## src/hdl/life_generation_step_unit_macros.svh

```systemverilog
// ----------------------------------------------------------------------------
// Life generation step unit assertion macros
// Shared concurrent assertion forms, clocked on i_clk and disabled in reset.
// ----------------------------------------------------------------------------
`ifndef LIFE_GENERATION_STEP_UNIT_MACROS_SVH
`define LIFE_GENERATION_STEP_UNIT_MACROS_SVH

// Consequent must hold in the same cycle as the antecedent.
`define LGSU_ASSERT_IMP(label, ante, cons) \
    label: assert property (@(posedge i_clk) disable iff (!i_rst_n) (ante) |-> (cons)) \
        else $error("lgsu assertion failed");

// Consequent must hold in the cycle after the antecedent.
`define LGSU_ASSERT_NXT(label, ante, cons) \
    label: assert property (@(posedge i_clk) disable iff (!i_rst_n) (ante) |=> (cons)) \
        else $error("lgsu assertion failed");

`endif

```

## src/hdl/lgsu_pkg.sv

```systemverilog
// ----------------------------------------------------------------------------
// Life generation step package
// Grid geometry, operation and register codes, controller states and the
// command and status bundles between controller and datapath.
// ----------------------------------------------------------------------------
package lgsu_pkg;

    // Grid geometry.
    localparam int MAX_WIDTH  = 64;
    localparam int MAX_HEIGHT = 64;
    localparam int X_W        = $clog2(MAX_WIDTH);
    localparam int Y_W        = $clog2(MAX_HEIGHT);
    localparam int ADDR_W     = Y_W + 1;
    localparam int ROWS_TOTAL = 2 * MAX_HEIGHT;
    localparam int DIM_W      = $clog2(((MAX_WIDTH > MAX_HEIGHT) ? MAX_WIDTH : MAX_HEIGHT) + 1);

    // Field and register widths.
    localparam int OP_W    = 2;
    localparam int COORD_W = 6;
    localparam int CFG_W   = 7;
    localparam int CNT_W   = 13;
    localparam logic [CNT_W-1:0] COUNT_MAX = '1;

    // Register reset values.
    localparam logic [CFG_W-1:0] GRID_DIM_RESET = CFG_W'(30);

    // Configuration register indexes.
    localparam logic REG_GRID_WIDTH  = 1'b0;
    localparam logic REG_GRID_HEIGHT = 1'b1;

    // Operation codes.
    typedef enum logic [OP_W-1:0] {
        OP_WRITE = 2'd0,
        OP_READ  = 2'd1,
        OP_STEP  = 2'd2
    } t_op;

    // Row selection for the memory read port.
    typedef enum logic [1:0] {
        SEL_CELL = 2'd0,
        SEL_UP   = 2'd1,
        SEL_MID  = 2'd2,
        SEL_DN   = 2'd3
    } t_row_sel;

    // Controller states.
    typedef enum logic [3:0] {
        S_IDLE,
        S_DECODE,
        S_CELL_RD,
        S_CELL_CMT,
        S_GEN_INIT,
        S_RD_UP,
        S_RD_MID,
        S_RD_DN,
        S_ROW_LOAD,
        S_CELLS,
        S_ROW_WR,
        S_DONE
    } t_state;

    // Commands from controller to datapath.
    typedef struct packed {
        logic     load_item;
        logic     rd_en;
        t_row_sel rd_sel;
        logic     cell_commit;
        logic     gen_init;
        logic     cap_up;
        logic     cap_mid;
        logic     cap_dn;
        logic     cell_step;
        logic     row_wr;
        logic     flip;
        logic     out_load;
    } t_dp_cmd;

    // Status from datapath to controller.
    typedef struct packed {
        logic [OP_W-1:0] op;
        logic            in_grid;
        logic            x_last;
        logic            y_last;
        logic            out_full;
    } t_dp_sts;

endpackage

```

## src/hdl/lgsu_ctrl.sv

```systemverilog
// ----------------------------------------------------------------------------
// Life generation step controller
// Sequences cell accesses and the row-by-row generation sweep.
// ----------------------------------------------------------------------------
module lgsu_ctrl (
    input  logic              i_clk,
    input  logic              i_rst_n,
    input  logic              i_in_valid,
    output logic              o_in_ready,
    input  lgsu_pkg::t_dp_sts i_sts,
    output lgsu_pkg::t_dp_cmd o_cmd
);

    lgsu_pkg::t_state r_state;
    lgsu_pkg::t_state n_state;

    // State register.
    always_ff @(posedge i_clk) begin
        if (!i_rst_n) begin
            r_state <= lgsu_pkg::S_IDLE;
        end else begin
            r_state <= n_state;
        end
    end

    // Next state.
    always_comb begin
        n_state = r_state;
        case (r_state)
            lgsu_pkg::S_IDLE: begin
                if (i_in_valid) begin
                    n_state = lgsu_pkg::S_DECODE;
                end
            end
            lgsu_pkg::S_DECODE: begin
                case (i_sts.op)
                    lgsu_pkg::OP_WRITE,
                    lgsu_pkg::OP_READ: begin
                        n_state = i_sts.in_grid ? lgsu_pkg::S_CELL_RD : lgsu_pkg::S_DONE;
                    end
                    lgsu_pkg::OP_STEP: begin
                        n_state = lgsu_pkg::S_GEN_INIT;
                    end
                    default: begin
                        n_state = lgsu_pkg::S_DONE;
                    end
                endcase
            end
            lgsu_pkg::S_CELL_RD:  n_state = lgsu_pkg::S_CELL_CMT;
            lgsu_pkg::S_CELL_CMT: n_state = lgsu_pkg::S_DONE;
            lgsu_pkg::S_GEN_INIT: n_state = lgsu_pkg::S_RD_UP;
            lgsu_pkg::S_RD_UP:    n_state = lgsu_pkg::S_RD_MID;
            lgsu_pkg::S_RD_MID:   n_state = lgsu_pkg::S_RD_DN;
            lgsu_pkg::S_RD_DN:    n_state = lgsu_pkg::S_ROW_LOAD;
            lgsu_pkg::S_ROW_LOAD: n_state = lgsu_pkg::S_CELLS;
            lgsu_pkg::S_CELLS: begin
                if (i_sts.x_last) begin
                    n_state = lgsu_pkg::S_ROW_WR;
                end
            end
            lgsu_pkg::S_ROW_WR: begin
                n_state = i_sts.y_last ? lgsu_pkg::S_DONE : lgsu_pkg::S_RD_UP;
            end
            lgsu_pkg::S_DONE: begin
                if (!i_sts.out_full) begin
                    n_state = lgsu_pkg::S_IDLE;
                end
            end
            default: n_state = lgsu_pkg::S_IDLE;
        endcase
    end

    // Command outputs.
    always_comb begin
        o_cmd      = '0;
        o_cmd.rd_sel = lgsu_pkg::SEL_CELL;
        o_in_ready = 1'b0;
        case (r_state)
            lgsu_pkg::S_IDLE: begin
                o_in_ready      = 1'b1;
                o_cmd.load_item = i_in_valid;
            end
            lgsu_pkg::S_CELL_RD: begin
                o_cmd.rd_en  = 1'b1;
                o_cmd.rd_sel = lgsu_pkg::SEL_CELL;
            end
            lgsu_pkg::S_CELL_CMT: o_cmd.cell_commit = 1'b1;
            lgsu_pkg::S_GEN_INIT: o_cmd.gen_init = 1'b1;
            lgsu_pkg::S_RD_UP: begin
                o_cmd.rd_en  = 1'b1;
                o_cmd.rd_sel = lgsu_pkg::SEL_UP;
            end
            lgsu_pkg::S_RD_MID: begin
                o_cmd.rd_en  = 1'b1;
                o_cmd.rd_sel = lgsu_pkg::SEL_MID;
                o_cmd.cap_up = 1'b1;
            end
            lgsu_pkg::S_RD_DN: begin
                o_cmd.rd_en   = 1'b1;
                o_cmd.rd_sel  = lgsu_pkg::SEL_DN;
                o_cmd.cap_mid = 1'b1;
            end
            lgsu_pkg::S_ROW_LOAD: o_cmd.cap_dn = 1'b1;
            lgsu_pkg::S_CELLS:    o_cmd.cell_step = 1'b1;
            lgsu_pkg::S_ROW_WR: begin
                o_cmd.row_wr = 1'b1;
                o_cmd.flip   = i_sts.y_last;
            end
            lgsu_pkg::S_DONE: o_cmd.out_load = !i_sts.out_full;
            default: o_cmd = '0;
        endcase
    end

endmodule

```

## config.mk

```make
export PLATFORM = sky130hd
export DESIGN_NAME = lgsu_ctrl
export DESIGN_NICKNAME = d
export VERILOG_FILES = /design/src/hdl/life_generation_step_unit_macros.svh /design/src/hdl/lgsu_pkg.sv /design/src/hdl/lgsu_ctrl.sv
export SDC_FILE = /design/constraint.sdc
export NUM_CORES = 1
export LEC_CHECK = 0
export ABC_CLOCK_PERIOD_IN_PS = 1350
export BUFFER_PORTS_ARGS = -buffer_cell sky130_fd_sc_hd__buf_2
export CORE_AREA = 2 2 39 41
export CTS_BUF_LIST = sky130_fd_sc_hd__clkbuf_8
export DETAILED_ROUTE_END_ITERATION = 16
export DIE_AREA = 0 0 41 43
export PLACE_DENSITY = 0.68
export SLEW_MARGIN = 30
export SYNTH_ARGS = -nofsm -noshare
export SYNTH_HDL_FRONTEND = slang
export SYNTH_SLANG_ARGS = --single-unit
```

## constraint.sdc

```tcl
create_clock -name i_clk -period 1.35 [get_ports i_clk]
set_input_delay 0.135 -clock i_clk [delete_from_list [all_inputs] [get_ports i_clk]]
set_output_delay 0.135 -clock i_clk [all_outputs]
set_load 0.005 [all_outputs]
```

After elaboration in Yosys (flattened, before gate mapping)
Index checks and enable logic that the tools add are counted.
{"block": "totals", "regBits": 4, "in_bits": 9}
{"block": "classes", "n_eq_ne": 16, "muxes": 18, "reduce_logical": 5}
{"operator": "case mux 4 bit (12 select lines)", "n": 1}
{"operator": "2-to-1 mux 4 bit", "n": 5}
{"operator": "== test 4 x 3 -> 1 bit, second input constant", "n": 4}
{"operator": "== test 4 bit, second input constant", "n": 4}
{"operator": "case mux 3 bit (4 select lines)", "n": 1}
{"operator": "2-to-1 mux 1 bit", "n": 9}
{"operator": "== test 4 x 2 -> 1 bit, second input constant", "n": 2}
{"operator": "case mux 4 bit (2 select lines)", "n": 1}
{"operator": "inequality test 2 bit, second input constant", "n": 3}
{"operator": "== test 4 x 1 -> 1 bit, second input constant", "n": 1}
{"operator": "zero test 4 bit", "n": 1}
{"operator": "AND reduction 3 bit", "n": 1}
{"operator": "== test 2 x 1 -> 1 bit, second input constant", "n": 1}
{"operator": "== test 2 bit, second input constant", "n": 1}
{"operator": "zero test 2 bit", "n": 1}
{"operator": "2-to-1 mux 2 bit", "n": 1}
{"operator": "OR reduction 2 bit", "n": 1}
{"operator": "zero test 1 bit", "n": 1}

Depth between registers and ports, before layout
{"block": "depth", "depth_word": 4, "depth_mapped": 5, "depth_no_buf": 4}

Worst setup path after synthesis
No wires, ideal clock.
{"block": "synth_path", "path_kind": "reg2reg", "start": "reg r_state[1]", "end": "reg r_state[1]", "setup_time_ns": 0.117, "arrival_time_ns": 1.156, "path_slack_ns": 0.077, "path_stages_with_launch": 5, "path_buffers": 1, "synth_period_minus_slack_ns": 1.273, "cell_sequence": "dfxtp_1 > or2_1 > buf_6 > o311a_1 > a32o_1"}
{"block": "synth_via", "elab_chain_len": 3}
{"item": "start: declaration", "line_no": "lgsu_ctrl.sv:14", "text": "lgsu_pkg::t_state r_state;"}
{"item": "start signal: assignment", "line_no": "lgsu_ctrl.sv:20", "text": "r_state <= lgsu_pkg::S_IDLE;"}
{"item": "start signal: assignment", "line_no": "lgsu_ctrl.sv:22", "text": "r_state <= n_state;"}
{"item": "== test 4 bit or zero test 4 bit (tied branches)", "line_no": "lgsu_ctrl.sv:29", "text": "case (r_state)"}
{"item": "inequality test 2 bit (no line)"}
{"item": "AND reduction 3 bit (no line)"}
Parallel ways exist; a longest one is shown, timed or not.
A chain may end at the register's enable or synchronous reset.

==> run_results.csv <==
group,metric,value,unit
yosys,synth_area_per_cell,7.43,sq um
clock_network,cts-hold-fix-buffers,0,
detailed_routing,route.detailed.drc,0,
yosys,yosys-mux-area-fraction,2.17,%
floorplanning,chipWidth,41,um
final_layout,layout-drive-gt1-share,46.7,%
final_layout,layout.area.seq,85.1,sq um
yosys,yosysUniqueCellTypes,31,
timing,finClkSkew,0.00429,ns
clock_network,tritoncts,"yes",
floorplanning,die_height,43,um
pwr,power.total,1.52,mW
timing,maxClockFrequency,0.749,GHz
setup_path,cp_max_fo,6,
floorplanning,row_count,14,
setup_path,required,1.22,ns
final_layout,largest_register_ff_count,4,
clock_network,worstSkewPairLatency,0.22,ns
detailed_routing,postRouteAntennaNets,0,
yosys,synth_compound_area_share,28.0,%
final_layout,nets,103,
floorplanning,initial_core_util,33.3,%
timing,relSlewSlack,77.2,%
yosys,synth_top_family_by_area,"simple AND/OR/NAND/NOR gates",
placed_design,preCtsSetupSlack,0.0392,ns
clock_network,cts_root_buf,"clkbuf_8",
timing,count_of_endpoints_failing_hold_in_the_final_timing_report,0,
grt,first_global_vias,464,
grt,grt_overflow_total,0,
clock_network,cts_buffers,3,
final_layout,top_register,"r_state",
yosys,syn_nets,71,
final_layout,syn_to_final_growth,49.7,%
detailed_routing,postRouteWirelength,1.27,mm
placed_design,gpl.final_weighted_congestion,0.801,
floorplanning,pin_count,23,
grt,pin_count_of_the_biggest_net_entering_global_routing,12,
yosys,netlist_instances,62,
final_layout,fillCellCount,143,
final_layout,multiInputGateArea,343,sq um
yosys,post_synth_xor_xnor_area,0,%
yosys,yosysWarningCount,0,
placed_design,io_buffer_count,22,
yosys,synth-simple-area-share,42.4,%
timing,maxSlewViolCount,0,
detailed_routing,total_number_of_vias,565,
timing,report.final.setup_viol,0,
yosys,ys.flop_type,"dfxtp_1",
floorplanning,die_area,1760,sq um
yosys,synth-async-reset-ratio,0,%
status,outcome,"completed",
detailed_routing,via_per_inst,5.23,
job,timing.max_cap.violations,0,
timing,timing.final.crit_share,99.0,%
timing,worst_pin_slew,0.341,ns
yosys,synth.cell_area,460,sq um
worst_hold_path,worstHoldPathType,"in2reg",
pwr,ir_worst_vdd,1.00,mV
setup_path,crit_path_start_kind,"flop",
grt,antenna_found_initial,0,
final_layout,largestRegisters,"r_state x4",
final_layout,antenna_cell_count,0,
floorplanning,floorplan.core_area,1380,sq um
detailed_routing,drt-initial-drc-count,9,
pwr,power_per_cell_area,2200,nW/um^2
grt,wire_length_of_the_first_global_routing_pass,1.88,mm
setup_path,cp.arrival,1.20,ns
timing,finalCriticalPeriod,1.34,ns
yosys,synth-edff-count,0,
pwr,power.leakage,0.340,nW
yosys,synth_area_in_adders,0,%
setup_path,path_class,"reg2out",
grt,grtUsageTotal,15.8,%
placed_design,place.detailed.hpwl,1.02,mm
detailed_routing,drtPass1Iterations,4,
detailed_routing,wl_per_cell,11.8,um
clock_network,cts_max_path_buffers,2,
yosys,sequential_area_share_after_synthesis,17.4,%
clock_network,cts_sinks,4,
clock_network,number_of_h_tree_branching_levels,1,
setup_path,end_kind,"output port",
timing,setup_ws,0.0140,ns
timing,setup_repair_after_global_routing_missed_its_margin,"yes",
yosys,post_synthesis_sequential_element_count,4,
clock_network,worst_setup_hold_path_clk_slew,0.03,ns
[critical path: stages, from the launching register on]
cell and delay (ns):
dfxtp_2 0.32, or2_4 0.28, nor4_2 0.23, buf_2 0.14
[routing by layer]
| layer | vias up | global-route usage, % | share of wire (%) |
|---|---|---|---|
| met5 | - | 0 | 0 |
| met4 | 0 | 10.7 | 1.5 |
| met3 | 2 | 5.24 | 7.2 |
| met2 | 31 | 23.1 | 45 |
| met1 | 250 | 18.4 | 46 |
| li1 | 282 | - | - |
[cells in the mapped netlist, types with 2 or more instances]
library cell / n / area share (%)
nor3_1: 3 / 3.3
a21oi_1: 2 / 2.2
buf_2: 4 / 4.3
o21ai_0: 2 / 2.2
and2_1: 3 / 4.1
nand2_1: 7 / 5.7
dfxtp_1: 4 / 17
nand2b_1: 3 / 4.1
inv_1: 4 / 3.3
and2b_1: 2 / 3.3
nor2_1: 8 / 6.5
[final timing paths]
check / start / end / slack, ns / cells after the start
max: r_state[1]$_SDFFE_PN0P_ / o_cmd[12] / 0.01 / 3
min reg2reg: r_state[3]$_SDFFE_PN0P_ / r_state[2]$_SDFFE_PN0P_ / 0.68 / 2
min: i_rst_n / r_state[3]$_SDFFE_PN0P_ / 0.19 / 2
max reg2reg: r_state[1]$_SDFFE_PN0P_ / r_state[1]$_SDFFE_PN0P_ / 0.09 / 3
[cell usage in the layout (no fill, tap or decap), types with 2 or more instances in the layout]
cell type	netlist	final
nor2_1	8	8
clkbuf_8	0	3
nand2b_1	3	3
o21ai_0	2	2
and2_1	3	3
nor3_1	3	3
inv_1	4	4
a21oi_1	2	2
buf_4	0	10
nand2_1	7	7
dfxtp_1	4	2
and2b_1	2	2
buf_2	4	22
[repair_timing]
| item | CTS | global route |
|---|---|---|
| gates resized for setup | 2 | 3 |
| endpoints found under the setup margin | 8 | 7 |
| buffers inserted | 0 | 1 |
| pin swaps | 1 | 2 |
[area by class of cell]
class	count	share of cell area, %
repair buffers	32	26.9
well taps	16	2.90
inverters	4	2.18
clock buffers	3	5.99
multi-input cells	49	49.7
flip-flops and latches	4	12.3
[where the power goes]
group          total, mW  internal [mW]  switching, mW
Sequential         0.261          0.185         0.0761
Clock              0.249          0.190         0.0588
Combinational       1.01          0.526          0.484
[metrics by stage]
step,area [sq um],TNS [ns],instances,utilization [%],hold slack (ns)
after floorplan,460,0,62,-,0.253
after global placement,634,0,105,45.8,0.407
after detailed placement,634,0,105,45.8,0.413
after CTS,679,-0.0563,108,49.1,0.189
after global routing,689,-0.172,108,49.8,0.198
final,689,0,108,49.8,0.192
[cells by family after synthesis]
group,after synthesis
compound gates,15
simple gates,33
buf+inv,9
flops,4
mux,1
No activity file was read; power rests on OpenSTA's default activity.
